### config.mk
export PLATFORM = sky130hd
export DESIGN_NAME = matrix_keypad_debounced_scanner
export DESIGN_NICKNAME = d
export VERILOG_FILES = /design/src/rtl/kds_pkg.sv /design/src/rtl/kds_regs.sv /design/src/rtl/kds_engine.sv /design/src/rtl/matrix_keypad_debounced_scanner.sv
export SDC_FILE = /design/constraint.sdc
export NUM_CORES = 1
export LEC_CHECK = 0
export BUFFER_PORTS_ARGS = -buffer_cell sky130_fd_sc_hd__buf_2
export CORE_UTILIZATION = 60
export CTS_CLUSTER_DIAMETER = 80
export DETAILED_ROUTE_END_ITERATION = 6
export PLACE_DENSITY = 0.83
export SYNTH_ARGS = -nofsm -noshare
export SYNTH_HDL_FRONTEND = slang
export SYNTH_SLANG_ARGS = --single-unit
### constraint.sdc
create_clock -name clk -period 15.4 [get_ports clk]
set_input_delay 0.77 -clock clk [delete_from_list [all_inputs] [get_ports clk]]
set_output_delay 0.77 -clock clk [all_outputs]
set_load 0.01 [all_outputs]
### src/rtl/kds_pkg.sv
package kds_pkg;

  localparam int ROW_COUNT    = 4;
  localparam int COLUMN_COUNT = 4;

  localparam logic [15:0] DEBOUNCE_RESET = 16'd50;

  // Request codes.
  localparam logic [1:0] REQ_TICK = 2'd0;
  localparam logic [1:0] REQ_EDGE = 2'd1;
  localparam logic [1:0] REQ_TAKE = 2'd2;

  // Register indexes (byte address is 8 times the index).
  localparam int ADDR_W = 6;
  localparam logic [2:0] REG_DEBOUNCE   = 3'd0;
  localparam logic [2:0] REG_COL_PINS   = 3'd1;
  localparam logic [2:0] REG_KEYMAP_LO  = 3'd2;
  localparam logic [2:0] REG_KEYMAP_HI  = 3'd3;
  localparam logic [2:0] REG_NO_KEY     = 3'd4;

  typedef struct packed {
    logic [15:0] debounce_ms;
    logic [63:0] column_pins;
    logic [63:0] keymap_rows_low;
    logic [63:0] keymap_rows_high;
    logic [7:0]  no_key_code;
  } cfg_t;

  typedef struct packed {
    logic [1:0]  req_type;
    logic [15:0] edge_pin;
    logic [3:0]  rows_pulling_low;
  } item_t;

  typedef struct packed {
    logic [7:0] taken_key;
    logic       column_matched;
    logic [1:0] column_found;
    logic       scan_done;
    logic       key_pending;
  } result_t;

  // Key code of one keypad position.
  function automatic logic [7:0] keymap_byte(input cfg_t cfg, input logic [1:0] row,
                                             input logic [1:0] col);
    logic [63:0] word;
    logic [2:0]  idx;
    word = row[1] ? cfg.keymap_rows_high : cfg.keymap_rows_low;
    idx  = {row[0], col};
    return word[idx*8 +: 8];
  endfunction

endpackage

### src/rtl/kds_regs.sv
module kds_regs (
  input  logic                       clk,
  input  logic                       rst,
  input  logic                       psel,
  input  logic                       penable,
  input  logic                       pwrite,
  input  logic [kds_pkg::ADDR_W-1:0] paddr,
  input  logic [63:0]                pwdata,
  output logic [63:0]                prdata,
  output logic                       pready,
  output kds_pkg::cfg_t              cfg
);
  import kds_pkg::*;

  logic [2:0] reg_index;
  logic       wr_en;

  assign reg_index = paddr[ADDR_W-1:3];
  assign pready    = 1'b1;
  assign wr_en     = psel && penable && pwrite && pready;

  always_ff @(posedge clk) begin
    if (rst) begin
      cfg.debounce_ms      <= DEBOUNCE_RESET;
      cfg.column_pins      <= '0;
      cfg.keymap_rows_low  <= '0;
      cfg.keymap_rows_high <= '0;
      cfg.no_key_code      <= '0;
    end else if (wr_en) begin
      unique case (reg_index)
        REG_DEBOUNCE:  cfg.debounce_ms      <= pwdata[15:0];
        REG_COL_PINS:  cfg.column_pins      <= pwdata;
        REG_KEYMAP_LO: cfg.keymap_rows_low  <= pwdata;
        REG_KEYMAP_HI: cfg.keymap_rows_high <= pwdata;
        REG_NO_KEY:    cfg.no_key_code      <= pwdata[7:0];
        default: ;
      endcase
    end
  end

  always_comb begin
    unique case (reg_index)
      REG_DEBOUNCE:  prdata = {48'd0, cfg.debounce_ms};
      REG_COL_PINS:  prdata = cfg.column_pins;
      REG_KEYMAP_LO: prdata = cfg.keymap_rows_low;
      REG_KEYMAP_HI: prdata = cfg.keymap_rows_high;
      REG_NO_KEY:    prdata = {56'd0, cfg.no_key_code};
      default:       prdata = '0;
    endcase
  end

endmodule

### src/rtl/kds_engine.sv
module kds_engine (
  input  logic              clk,
  input  logic              rst,
  input  kds_pkg::cfg_t     cfg,
  input  kds_pkg::item_t    item,
  input  logic              fire,
  output kds_pkg::result_t  result
);
  import kds_pkg::*;

  logic [31:0] tick_count;
  logic [31:0] tick_count_next;
  logic [31:0] last_edge_time;
  logic [31:0] last_edge_time_next;
  logic [7:0]  held_key;
  logic [7:0]  held_key_next;

  logic        matched;
  logic [1:0]  col;
  logic        row_hit;
  logic [1:0]  row;
  logic        debounced;
  logic [31:0] elapsed;
  logic [7:0]  key;

  // Lowest configured column whose pin code matches.
  always_comb begin
    matched = 1'b0;
    col     = '0;
    for (int c = COLUMN_COUNT - 1; c >= 0; c--) begin
      if (cfg.column_pins[c*16 +: 16] == item.edge_pin) begin
        matched = 1'b1;
        col     = 2'(c);
      end
    end
  end

  // Lowest pulling row.
  always_comb begin
    row_hit = 1'b0;
    row     = '0;
    for (int r = ROW_COUNT - 1; r >= 0; r--) begin
      if (item.rows_pulling_low[r]) begin
        row_hit = 1'b1;
        row     = 2'(r);
      end
    end
  end

  assign elapsed   = tick_count - last_edge_time;
  assign debounced = elapsed > {16'd0, cfg.debounce_ms};
  assign key       = keymap_byte(cfg, row, col);

  always_comb begin
    tick_count_next     = tick_count;
    last_edge_time_next = last_edge_time;
    held_key_next       = held_key;
    result.taken_key      = cfg.no_key_code;
    result.column_matched = 1'b0;
    result.column_found   = '0;
    result.scan_done      = 1'b0;
    case (item.req_type)
      REQ_TICK: tick_count_next = tick_count + 32'd1;
      REQ_EDGE: begin
        if (matched) begin
          result.column_matched = 1'b1;
          result.column_found   = col;
          last_edge_time_next   = tick_count;
          if (debounced) begin
            result.scan_done = 1'b1;
            if (row_hit && key != cfg.no_key_code) begin
              held_key_next = key;
            end
          end
        end
      end
      REQ_TAKE: begin
        result.taken_key = held_key;
        held_key_next    = cfg.no_key_code;
      end
      default: ;
    endcase
    result.key_pending = held_key_next != cfg.no_key_code;
  end

  always_ff @(posedge clk) begin
    if (rst) begin
      tick_count     <= '0;
      last_edge_time <= '0;
      held_key       <= '0;
    end else if (fire) begin
      tick_count     <= tick_count_next;
      last_edge_time <= last_edge_time_next;
      held_key       <= held_key_next;
    end
  end

endmodule

### src/rtl/matrix_keypad_debounced_scanner.sv
// Stages: an accepted request passes the input register, then the result
// register, whose contents drive the output port (two register stages).
// Throughput: one request per cycle unless stalled; each yields exactly one result.
// Reset (rst, synchronous, active high) empties both stages, loads the register
// defaults (debounce 50 ms, all other registers zero) and clears the tick count,
// the last edge time and the buffered key.
module matrix_keypad_debounced_scanner (
  input  logic                       clk,
  input  logic                       rst,
  input  logic                       in_valid,
  output logic                       in_stall,
  input  logic [1:0]                 req_type,
  input  logic [15:0]                edge_pin,
  input  logic [3:0]                 rows_pulling_low,
  output logic                       out_valid,
  input  logic                       out_stall,
  output logic [7:0]                 taken_key,
  output logic                       column_matched,
  output logic [1:0]                 column_found,
  output logic                       scan_done,
  output logic                       key_pending,
  input  logic                       psel,
  input  logic                       penable,
  input  logic                       pwrite,
  input  logic [kds_pkg::ADDR_W-1:0] paddr,
  input  logic [63:0]                pwdata,
  output logic [63:0]                prdata,
  output logic                       pready
);
  import kds_pkg::*;

  cfg_t    cfg;
  item_t   s1_item;
  logic    s1_valid;
  logic    s1_advance;
  logic    in_accept;
  result_t result;
  result_t out_result;

  // Register file on the APB-style port.
  kds_regs u_regs (
    .clk     (clk),
    .rst     (rst),
    .psel    (psel),
    .penable (penable),
    .pwrite  (pwrite),
    .paddr   (paddr),
    .pwdata  (pwdata),
    .prdata  (prdata),
    .pready  (pready),
    .cfg     (cfg)
  );

  // The input stage moves on whenever the result register is empty or is being
  // emptied in this cycle. The keypad state is updated at that same edge, so the
  // next request in the input stage always sees the state left by this one.
  assign s1_advance = s1_valid && (!out_valid || !out_stall);
  assign in_stall   = s1_valid && !s1_advance;
  assign in_accept  = in_valid && !in_stall;

  always_ff @(posedge clk) begin
    if (rst) begin
      s1_valid <= 1'b0;
    end else if (in_accept) begin
      s1_valid <= 1'b1;
    end else if (s1_advance) begin
      s1_valid <= 1'b0;
    end
  end

  always_ff @(posedge clk) begin
    if (in_accept) begin
      s1_item.req_type         <= req_type;
      s1_item.edge_pin         <= edge_pin;
      s1_item.rows_pulling_low <= rows_pulling_low;
    end
  end

  // Column match, row priority, keymap lookup, the debounce compare, tick count and held key.
  kds_engine u_engine (
    .clk    (clk),
    .rst    (rst),
    .cfg    (cfg),
    .item   (s1_item),
    .fire   (s1_advance),
    .result (result)
  );

  // Result register. It holds its contents while the consumer stalls.
  always_ff @(posedge clk) begin
    if (rst) begin
      out_valid <= 1'b0;
    end else if (s1_advance) begin
      out_valid <= 1'b1;
    end else if (!out_stall) begin
      out_valid <= 1'b0;
    end
  end

  always_ff @(posedge clk) begin
    if (s1_advance) begin
      out_result <= result;
    end
  end

  assign taken_key      = out_result.taken_key;
  assign column_matched = out_result.column_matched;
  assign column_found   = out_result.column_found;
  assign scan_done      = out_result.scan_done;
  assign key_pending    = out_result.key_pending;

endmodule

==> qor.csv, run 1 <==
metric;value;unit
initial cell density of the core;61.7;%
Worst-Margin Slew;1.14;ns
average wire per cell in the routed design;20.7;um
class of the worst hold path;in2reg;
Hold-fix buffers, CTS;0;
grt met2 use;54.0;%
clk sinks;325;
synthesized netlist net count;2309;
FP Rows;62;
Clock Power Share;46.2;%
die footprint;0.0306;mm^2
r2r setup slk;9.61;ns
post-synthesis average cell area;8.32;um^2
total of buffers placed on input and output ports;174;
synthesized-area fraction occupied by xor and xnor cells;6.00;%
fraction of synthesized area in multiplexers;12.4;%
met3 routing resource usage after global routing;7.88;%
compound-cell area share of the yosys netlist;15.6;%
Post-synth EDFFs;35;
Final Worst Setup Slack;9.61;ns
post-route minimum period;5.79;ns
crit path launch type;flop;
first drt pass iteration count;6;
number of DRC markers in iteration 0;2042;
number of global-route vias before repair;15800;
status;completed;
ratio of total power to cell area;91.3;mW/mm^2
total half-perimeter wirelength after legalization and detailed placement;37600;um
Chip Width;175;um
dominant combinational cell family by area after synthesis;simple AND/OR/NAND/NOR gates;
Post-Synth Simple-Gate Area;19.3;%
Fin Clk Skew;0.0289;ns
final-stage net count;2396;
reg-to-reg startpoint;u_engine.tick_count[4];
Comb pwr share;5.9;%
fraction of the mapped netlist area in adder cells;3.66;%
via total after detailed routing;16900;
Mapped Area;0.0180;mm^2
aggregate global-route resource usage;35.4;%
initial antenna violation count;6;
number of max-cap violations;0;
post-CTS setup-driven buffer insertion count;0;
total of cells resized after clock tree synthesis;0;
clock tree buffer depth;3;
max_slew headroom;23.9;%
worst IR drop on VDD;0.0736;mV
post-synthesis sequential area ratio;38.2;%
residual antenna-violating net count after detailed routing;0;
standby leakage power;7.68;nW
die boundary height;175;um
layout cell share with drive strength beyond 1;16.3;%
area of the core;0.0291;mm^2
Top Usage Layer GRT;met2;
Period Utilization, post-route;37.6;%
clk_lat worst skew;0.54;ns
drt total wl;55100;um
TritonCTS buffer count;35;
area added between synthesis and finish;11.9;%
H-tree levels;2;
Filler cells;2302;
TritonCTS clock tree;built;
Data arrival, critical path;6.04;ns
switching power;0.000439;W
GR Util met1;48.1;%
Data required, critical path;15.65;ns
area of all placed cells without fillers;0.0201;mm^2
switching power share of the total;23.9;%
cell-internal power;0.00140;W
total negative setup slack;0;ns
most instantiated flip-flop cell in the synthesis netlist;dfxtp_1;
Setup crit end kind;flop;
I/O Pins;179;
startpoint of the most critical setup path;u_engine.tick_count[4];
root buffer selected by CTS;clkbuf_16;
number of vias per cell;6.34;
post-placement cell area;0.0189;mm^2
async set or reset register ratio after synthesis;0;%
total of endpoints with negative setup slack in the final report;0;
RSZ-0062 raised after global routing;no;
Max FO, Critical Path;8;
number of synthesized register bits;325;
yosys synthesis warning count;0;
Crit Path Category;reg2reg;
timing-limited maximum frequency;173;MHz
Routability Congestion;0.962;
Worst R2R Path Depth;19;
Worst R2R End;key_pending;
Setup crit end;key_pending;
final hold violation count;0;
number of pins with negative max-slew slack in the final report;0;
Sequential Power Share;47.9;%
DRC Markers;0;
GRT Residual Overflow;0;
global-route wire length before repair;86000;um
clock edge transition at the registers on the reported setup and hold paths;0.06;ns
Layout Utilization;69.1;%
largest net degree at the start of global routing;105;
worst slack at placement;9.69;ns
count of distinct cell types in the synthesized netlist;76;
Gate Count Post-Synth;2158;
-- stage by stage --
step           power [W]  hold WS [ns]  std cells
3_3_place_gp    0.000999         0.450       2592
5_1_grt          0.00188         0.400       2658
2_1_floorplan   0.000955         0.443       2158
4_1_cts          0.00183         0.403       2653
3_5_place_dp     0.00100         0.459       2592
6_report         0.00183         0.410       2660
-- worst max-delay path, cell delays in order, from the launching register on --
cell      delay (ns)
dfxtp_1         0.44
ha_1            0.33
a21o_1          0.20
a211o_1         0.28
o21a_4          0.23
a221oi_4        0.49
o21a_2          0.26
xnor2_1         0.12
ha_1            0.32
nand4_1         0.16
nor4_1          0.31
a31oi_1         0.13
nor4b_1         0.33
nand4b_1        0.17
nor4_2          0.19
nand4_2         0.28
a32o_2          0.41
o221ai_1        0.20
a41oi_1         0.13
or4b_1          0.54
-- sequential cells by signal, indices dropped and copies added, names as in the netlist, 2 cells and up --
name and cells:
u_engine.last_edge_time 32, s1_item 22, u_engine.held_key 8, u_engine.tick_count 32
column_found 2, u_regs.cfg 216, taken_key 8
-- layout by cell type (no fill, tap or decap), types with 5 or more instances in the layout --
| cell type | synthesis | final |
|---|---|---|
| a21o_1 | 11 | 11 |
| a21oi_1 | 260 | 260 |
| a22oi_1 | 74 | 74 |
| a41oi_1 | 6 | 6 |
| and2_1 | 8 | 7 |
| and3_1 | 12 | 10 |
| and4_1 | 7 | 7 |
| buf_2 | 4 | 172 |
| buf_4 | 7 | 18 |
| clkbuf_1 | 120 | 5 |
| clkbuf_16 | 0 | 38 |
| clkbuf_8 | 0 | 7 |
| dfxtp_1 | 290 | 290 |
| diode_2 | 0 | 7 |
| edfxtp_1 | 35 | 35 |
| ha_1 | 51 | 51 |
| inv_1 | 81 | 81 |
| mux2_2 | 61 | 61 |
| mux2i_1 | 63 | 63 |
| mux4_2 | 40 | 40 |
| nand2_1 | 477 | 476 |
| nand2b_1 | 10 | 10 |
| nand3_1 | 23 | 22 |
| nand4_1 | 29 | 29 |
| nor2_1 | 171 | 169 |
| nor2b_1 | 17 | 15 |
| nor3_1 | 10 | 9 |
| nor4_1 | 15 | 14 |
| o211ai_1 | 13 | 13 |
| o21a_1 | 7 | 7 |
| o21ai_0 | 32 | 32 |
| o221ai_1 | 5 | 5 |
| o22ai_1 | 14 | 14 |
| or3_1 | 8 | 8 |
| xnor2_1 | 58 | 58 |
| xor2_1 | 65 | 65 |
-- cells by family (layout without fill, tap and decap cells) --
| group | count (synthesis) | after routing |
|---|---|---|
| adders and majority gates | 52 | 52 |
| buffers and inverters | 222 | 333 |
| xor gates and xnor gates | 123 | 123 |
| and+or+nand+nor | 809 | 809 |
| AOI/OAI and AO/OA | 462 | 462 |
| muxes | 164 | 164 |
| other | 1 | 8 |
| DFF | 325 | 325 |
-- synthesized netlist by cell type, types with 3 or more instances --
master / number / share of area, %
o21ai_0: 32 / 0.89
dfxtp_1: 290 / 32
ha_1: 51 / 3.6
nor3_1: 10 / 0.28
a21boi_0: 4 / 0.17
nand2b_1: 10 / 0.35
mux4_2: 40 / 5.0
xnor2_1: 58 / 2.8
a22oi_1: 74 / 3.1
o221ai_1: 5 / 0.24
and3_1: 12 / 0.42
and2_1: 8 / 0.28
o211ai_1: 13 / 0.54
a21oi_1: 260 / 7.2
edfxtp_1: 35 / 5.9
mux2i_1: 63 / 3.5
a21o_1: 11 / 0.46
nand4_1: 29 / 1.0
a41oi_1: 6 / 0.29
clkbuf_1: 120 / 2.5
nor2_1: 171 / 3.6
buf_1: 8 / 0.17
nand3b_1: 4 / 0.17
nand2_1: 477 / 10
o22ai_1: 14 / 0.49
buf_4: 7 / 0.29
xor2_1: 65 / 3.2
nand3_1: 23 / 0.64
or3_1: 8 / 0.28
nor2b_1: 17 / 0.59
inv_1: 81 / 1.7
buf_2: 4 / 0.11
nor3b_1: 4 / 0.17
nor4_1: 15 / 0.52
mux2_2: 61 / 3.8
o21a_1: 7 / 0.29
o2111ai_1: 4 / 0.20
and4_1: 7 / 0.34
a211o_1: 3 / 0.15
-- cell type report --
type | count | area (um^2) | share of cell area, %
Sequential cell | 325 | 6860 | 34.1
Clock inverter | 12 | 96.3 | 0.479
Inverter | 81 | 304 | 1.51
Tap cell | 384 | 480 | 2.39
Timing Repair Buffer | 191 | 1010 | 5.02
Multi-Input combinational cell | 1611 | 10300 | 51.1
Antenna cell | 7 | 17.5 | 0.0872
Clock buffer | 49 | 1050 | 5.24
-- per-layer routing --
layer	wire [um]	vias to the layer above
met4	2320	2
li1	-	7668
met5	11	-
met3	6400	190
met1	21700	7977
met2	24600	1037
-- worst min-delay path by stage --
stage	endpoint	slack, ns	depth (start not counted)	startpoint
CTS	s1_item[18]	0.40	1	edge_pin[14]
global placement	u_regs.cfg[68]	0.45	2	u_regs.cfg[68]
finish	s1_item[17]	0.41	1	edge_pin[13]
floorplan	u_regs.cfg[10]	0.44	2	u_regs.cfg[10]
detailed placement	u_regs.cfg[67]	0.46	2	u_regs.cfg[67]
global route	s1_item[17]	0.40	1	edge_pin[13]
-- power by group through the flow --
stage          logic [W]  clock network, W  registers, W
2_1_floorplan  0.0000637                 0      0.000891
3_3_place_gp    0.000103                 0      0.000896
3_5_place_dp    0.000105                 0      0.000896
4_1_cts         0.000106          0.000849      0.000878
5_1_grt         0.000115          0.000887      0.000878
6_report        0.000109          0.000848      0.000878
No activity file was read; power rests on OpenSTA's default activity.
==> run 2: changes to the inputs <==
ABC_AREA = 1   (was not set)
CORE_UTILIZATION = 54   (was 60)
PLACE_DENSITY = 0.79   (was 0.83)
clock period = 4.7 ns   (was 15.4 ns; I/O delays follow)
==> run 2 against run 1 <==
  * The run now ends with DRC left
  * Global-route usage up 1.7 points
  * First-iteration DRC count up 4.9%
  * Synthesized cell count up 25%
  * Final cell count up 26%
  * Worst setup slack worse by 9.3 ns
  * Core utilization down 5.0 points
  * Clock skew down 0.010 ns
  * Critical endpoint unchanged
==> qor.csv, run 2 <==
metric;value;unit;change
status;complete, but fails checks;;was completed
violated checks;DRC;;
clock edge transition at the registers on the reported setup and hold paths;0.06;ns;about the same
number of synthesized register bits;325;;unchanged
timing-limited maximum frequency;225;MHz;was 173 MHz
Area contributors post-synth;dfxtp_1, nand2_1, o21ai_0, nor2_1, a21oi_1;;was dfxtp_1, nand2_1, a21oi_1, edfxtp_1, mux4_2
first drt pass iteration count;7;;was 6
Worst R2R End;key_pending;;unchanged
Setup crit end kind;flop;;unchanged
initial cell density of the core;54.7;%;was 61.7%
total of endpoints with negative setup slack in the final report;0;;unchanged
Data required, critical path;4.99;ns;was 15.65 ns
number of max-cap violations;0;;unchanged
Filler cells;2966;;was 2302
die footprint;0.0346;mm^2;was 0.0306 mm^2
standby leakage power;9.59;nW;was 7.68 nW
TritonCTS clock tree;built;;unchanged
number of pins with negative max-slew slack in the final report;0;;unchanged
Worst-Margin Slew;1.30;ns;was 1.14 ns
Fin Clk Skew;0.0187;ns;was 0.0289 ns
via total after detailed routing;19700;;was 16900
fraction of the mapped netlist area in adder cells;3.60;%;was 3.66%
Routability Congestion;0.972;;was 0.962
class of the worst hold path;in2reg;;unchanged
Layout Utilization;64.1;%;was 69.1%
clk_lat worst skew;0.54;ns;about the same
Data arrival, critical path;4.72;ns;was 6.04 ns
reg-to-reg startpoint;u_engine.tick_count[9];;was u_engine.tick_count[4]
Largest regs;u_regs.cfg: 216 flops, u_engine.last_edge_time: 32 flops, u_engine.tick_count: 32 flops;;unchanged
area of the core;0.0334;mm^2;was 0.0291 mm^2
post-route minimum period;4.44;ns;was 5.79 ns
DRC Markers;1;;was 0
Setup crit end;key_pending;;unchanged
most flop-heavy register;u_regs.cfg;;unchanged
area added between synthesis and finish;17.0;%;was 11.9%
most common cell in the netlist;nand2_1;;unchanged
Max FO, Critical Path;9;;was 8
global-route wire length before repair;98900;um;was 86000 um
number of DRC markers in iteration 0;2143;;was 2042
aggregate global-route resource usage;37.1;%;was 35.4%
max_slew headroom;13.6;%;was 23.9%
root buffer selected by CTS;clkbuf_16;;unchanged
FP Rows;67;;was 62
worst IR drop on VDD;0.258;mV;was 0.0736 mV
clk sinks;325;;unchanged
synthesized-area fraction occupied by xor and xnor cells;2.06;%;was 6.00%
I/O Pins;179;;unchanged
Gate Count Post-Synth;2706;;was 2158
Worst R2R Path Depth;30;;was 19
flip-flop count of the largest register, all copies and words added;216;;unchanged
most common cell after layout, fill and taps aside;nand2_1;;unchanged
synthesized netlist net count;2857;;was 2309
Period Utilization, post-route;94.4;%;was 37.6%
TritonCTS buffer count;38;;was 35
total of buffers placed on input and output ports;174;;unchanged
final hold violation count;0;;unchanged
startpoint of the most critical setup path;u_engine.tick_count[9];;was u_engine.tick_count[4]
r2r setup slk;0.26;ns;was 9.61 ns
area of all placed cells without fillers;0.0214;mm^2;was 0.0201 mm^2
total half-perimeter wirelength after legalization and detailed placement;44300;um;was 37600 um
compound-cell area share of the yosys netlist;20.5;%;was 15.6%
initial antenna violation count;3;;was 6
commonest non-fill, non-tap cells in the layout;nand2_1, nor2_1, o21ai_0, dfxtp_1, inv_1;;was nand2_1, dfxtp_1, a21oi_1, buf_2, nor2_1
cell with the most instances on the worst path;nand2_1;;was ha_1
largest net degree at the start of global routing;182;;was 105
drt total wl;65300;um;was 55100 um
Slowest-stage cell, CP;dfxtp_1;;was or4b_1
number of vias per cell;5.86;;was 6.34
post-synthesis sequential area ratio;37.5;%;was 38.2%
H-tree levels;2;;unchanged
Chip Width;186;um;was 175 um
Post-Synth Simple-Gate Area;27.3;%;was 19.3%
fraction of synthesized area in multiplexers;0;%;was 12.4%
number of global-route vias before repair;18600;;was 15800
total negative setup slack;0;ns;unchanged
residual antenna-violating net count after detailed routing;0;;unchanged
async set or reset register ratio after synthesis;0;%;unchanged
count of distinct cell types in the synthesized netlist;56;;was 76
top cell type's share of synthesized area;31.7;%;was 32.3%
ratio of total power to cell area;301;mW/mm^2;was 91.3 mW/mm^2
post-placement cell area;0.0194;mm^2;was 0.0189 mm^2
die boundary height;186;um;was 175 um
clock tree buffer depth;3;;unchanged
post-synthesis cell type with the largest combined area;dfxtp_1;;unchanged
Mapped Area;0.0183;mm^2;was 0.0180 mm^2
post-synthesis average cell area;6.77;um^2;was 8.32 um^2
yosys synthesis warning count;0;;unchanged
layout cell share with drive strength beyond 1;11.8;%;was 16.3%
dominant combinational cell family by area after synthesis;simple AND/OR/NAND/NOR gates;;unchanged
average wire per cell in the routed design;19.4;um;was 20.7 um
minimum hold slack;0.0187;ns;was 0.410 ns
most used standard cells in the synthesized netlist;nand2_1, nor2_1, o21ai_0;;was nand2_1, dfxtp_1, a21oi_1
most instantiated flip-flop cell in the synthesis netlist;dfxtp_1;;unchanged
Critical Path Max Stage Delay;0.43;ns;was 0.54 ns
Post-synth EDFFs;35;;unchanged
post-CTS setup-driven buffer insertion count;0;;unchanged
final-stage net count;3035;;was 2396
crit path launch type;flop;;unchanged
RSZ-0062 raised after global routing;no;;unchanged
Crit Path Category;reg2reg;;unchanged
GRT Residual Overflow;0;;unchanged
## run 2: cell types whose count changed in the layout (fill, tap and decap cells not counted), sizes merged, moves of 75 or more
| cell | before | now |
|---|---|---|
| o21ai | 33 | 332 |
| inv | 83 | 298 |
| nor2 | 172 | 368 |
| nand3 | 23 | 153 |
| nand2 | 477 | 583 |
| dlygate4sd3 | 0 | 75 |
## run 2: how the worst min path moves through the flow
stage                        start         endpoint  slack, ns  cells past startpoint
4_1_cts                  pwdata[5]  u_regs.cfg[205]     0.0006                      3
3_3_place_gp          edge_pin[11]      s1_item[15]       0.41                      1
6_report                 pwdata[5]  u_regs.cfg[205]       0.02                      3
2_1_floorplan  rows_pulling_low[0]       s1_item[0]       0.33                      0
3_5_place_dp   rows_pulling_low[2]       s1_item[2]       0.41                      1
5_1_grt                  pwdata[3]   u_regs.cfg[75]       0.02                      3
## run 2: metal layers
metal / up-vias / GRT usage [%] / share of wire, %
met4: 0 / 22.0 / 6.3
met3: 262 / 7.87 / 10
met1: 9013 / 45.9 / 39
met2: 1130 / 59.4 / 44
li1: 9288 / - / -
met5: - / 0 / 0
## run 2: final cells by class
type	count	area [um^2]	area share, %
Timing Repair Buffer	271	1820	8.51
Clock buffer	56	1110	5.18
Clock inverter	11	98.8	0.461
Multi-Input combinational cell	1950	9840	45.9
Antenna cell	4	10.0	0.0467
Sequential cell	325	6860	32.0
Tap cell	448	561	2.62
Inverter	298	1120	5.24
## run 2: stage by stage
stage / setup slack, ns / instances / total power (W)
after floorplan: 0.928 / 2706 / 0.00330
after global placement: 0.482 / 3217 / 0.00352
after detailed placement: 0.366 / 3217 / 0.00354
after CTS: 0.274 / 3359 / 0.00644
after global routing: 0.00382 / 3360 / 0.00662
final: 0.265 / 3363 / 0.00646
## run 2: cells by family (layout without fill, tap and decap cells)
| group | count (synthesis) | after routing |
|---|---|---|
| AND/OR/NAND/NOR | 1173 | 1173 |
| flip-flops | 325 | 325 |
| other | 1 | 5 |
| adder cells (fa/ha/maj) | 52 | 52 |
| AO/OA/AOI/OAI | 681 | 681 |
| buffers and inverters | 431 | 636 |
| XOR/XNOR | 43 | 43 |
## run 2: timing repair
action	CTS	global route
endpoints found under the hold margin	121	0
gates resized for setup	0	7
hold buffers	75	0
setup endpoints to repair	0	1
## run 2: worst max-delay path, delay by kind of cell, from the launching register on
family | cells | cell delay, ns
XOR/XNOR | 1 | 0.15
flip-flops | 1 | 0.43
AO/OA/AOI/OAI | 1 | 0.22
buffers and inverters | 3 | 0.33
adder cells (fa/ha/maj) | 2 | 0.65
AND/OR/NAND/NOR | 23 | 2.42
## run 2: where the power goes
| group | switching [W] | internal (W) |
|---|---|---|
| registers | 0.0000555 | 0.00285 |
| clock network | 0.00120 | 0.00170 |
| logic | 0.000433 | 0.000218 |
| total | 0.00169 | 0.00477 |
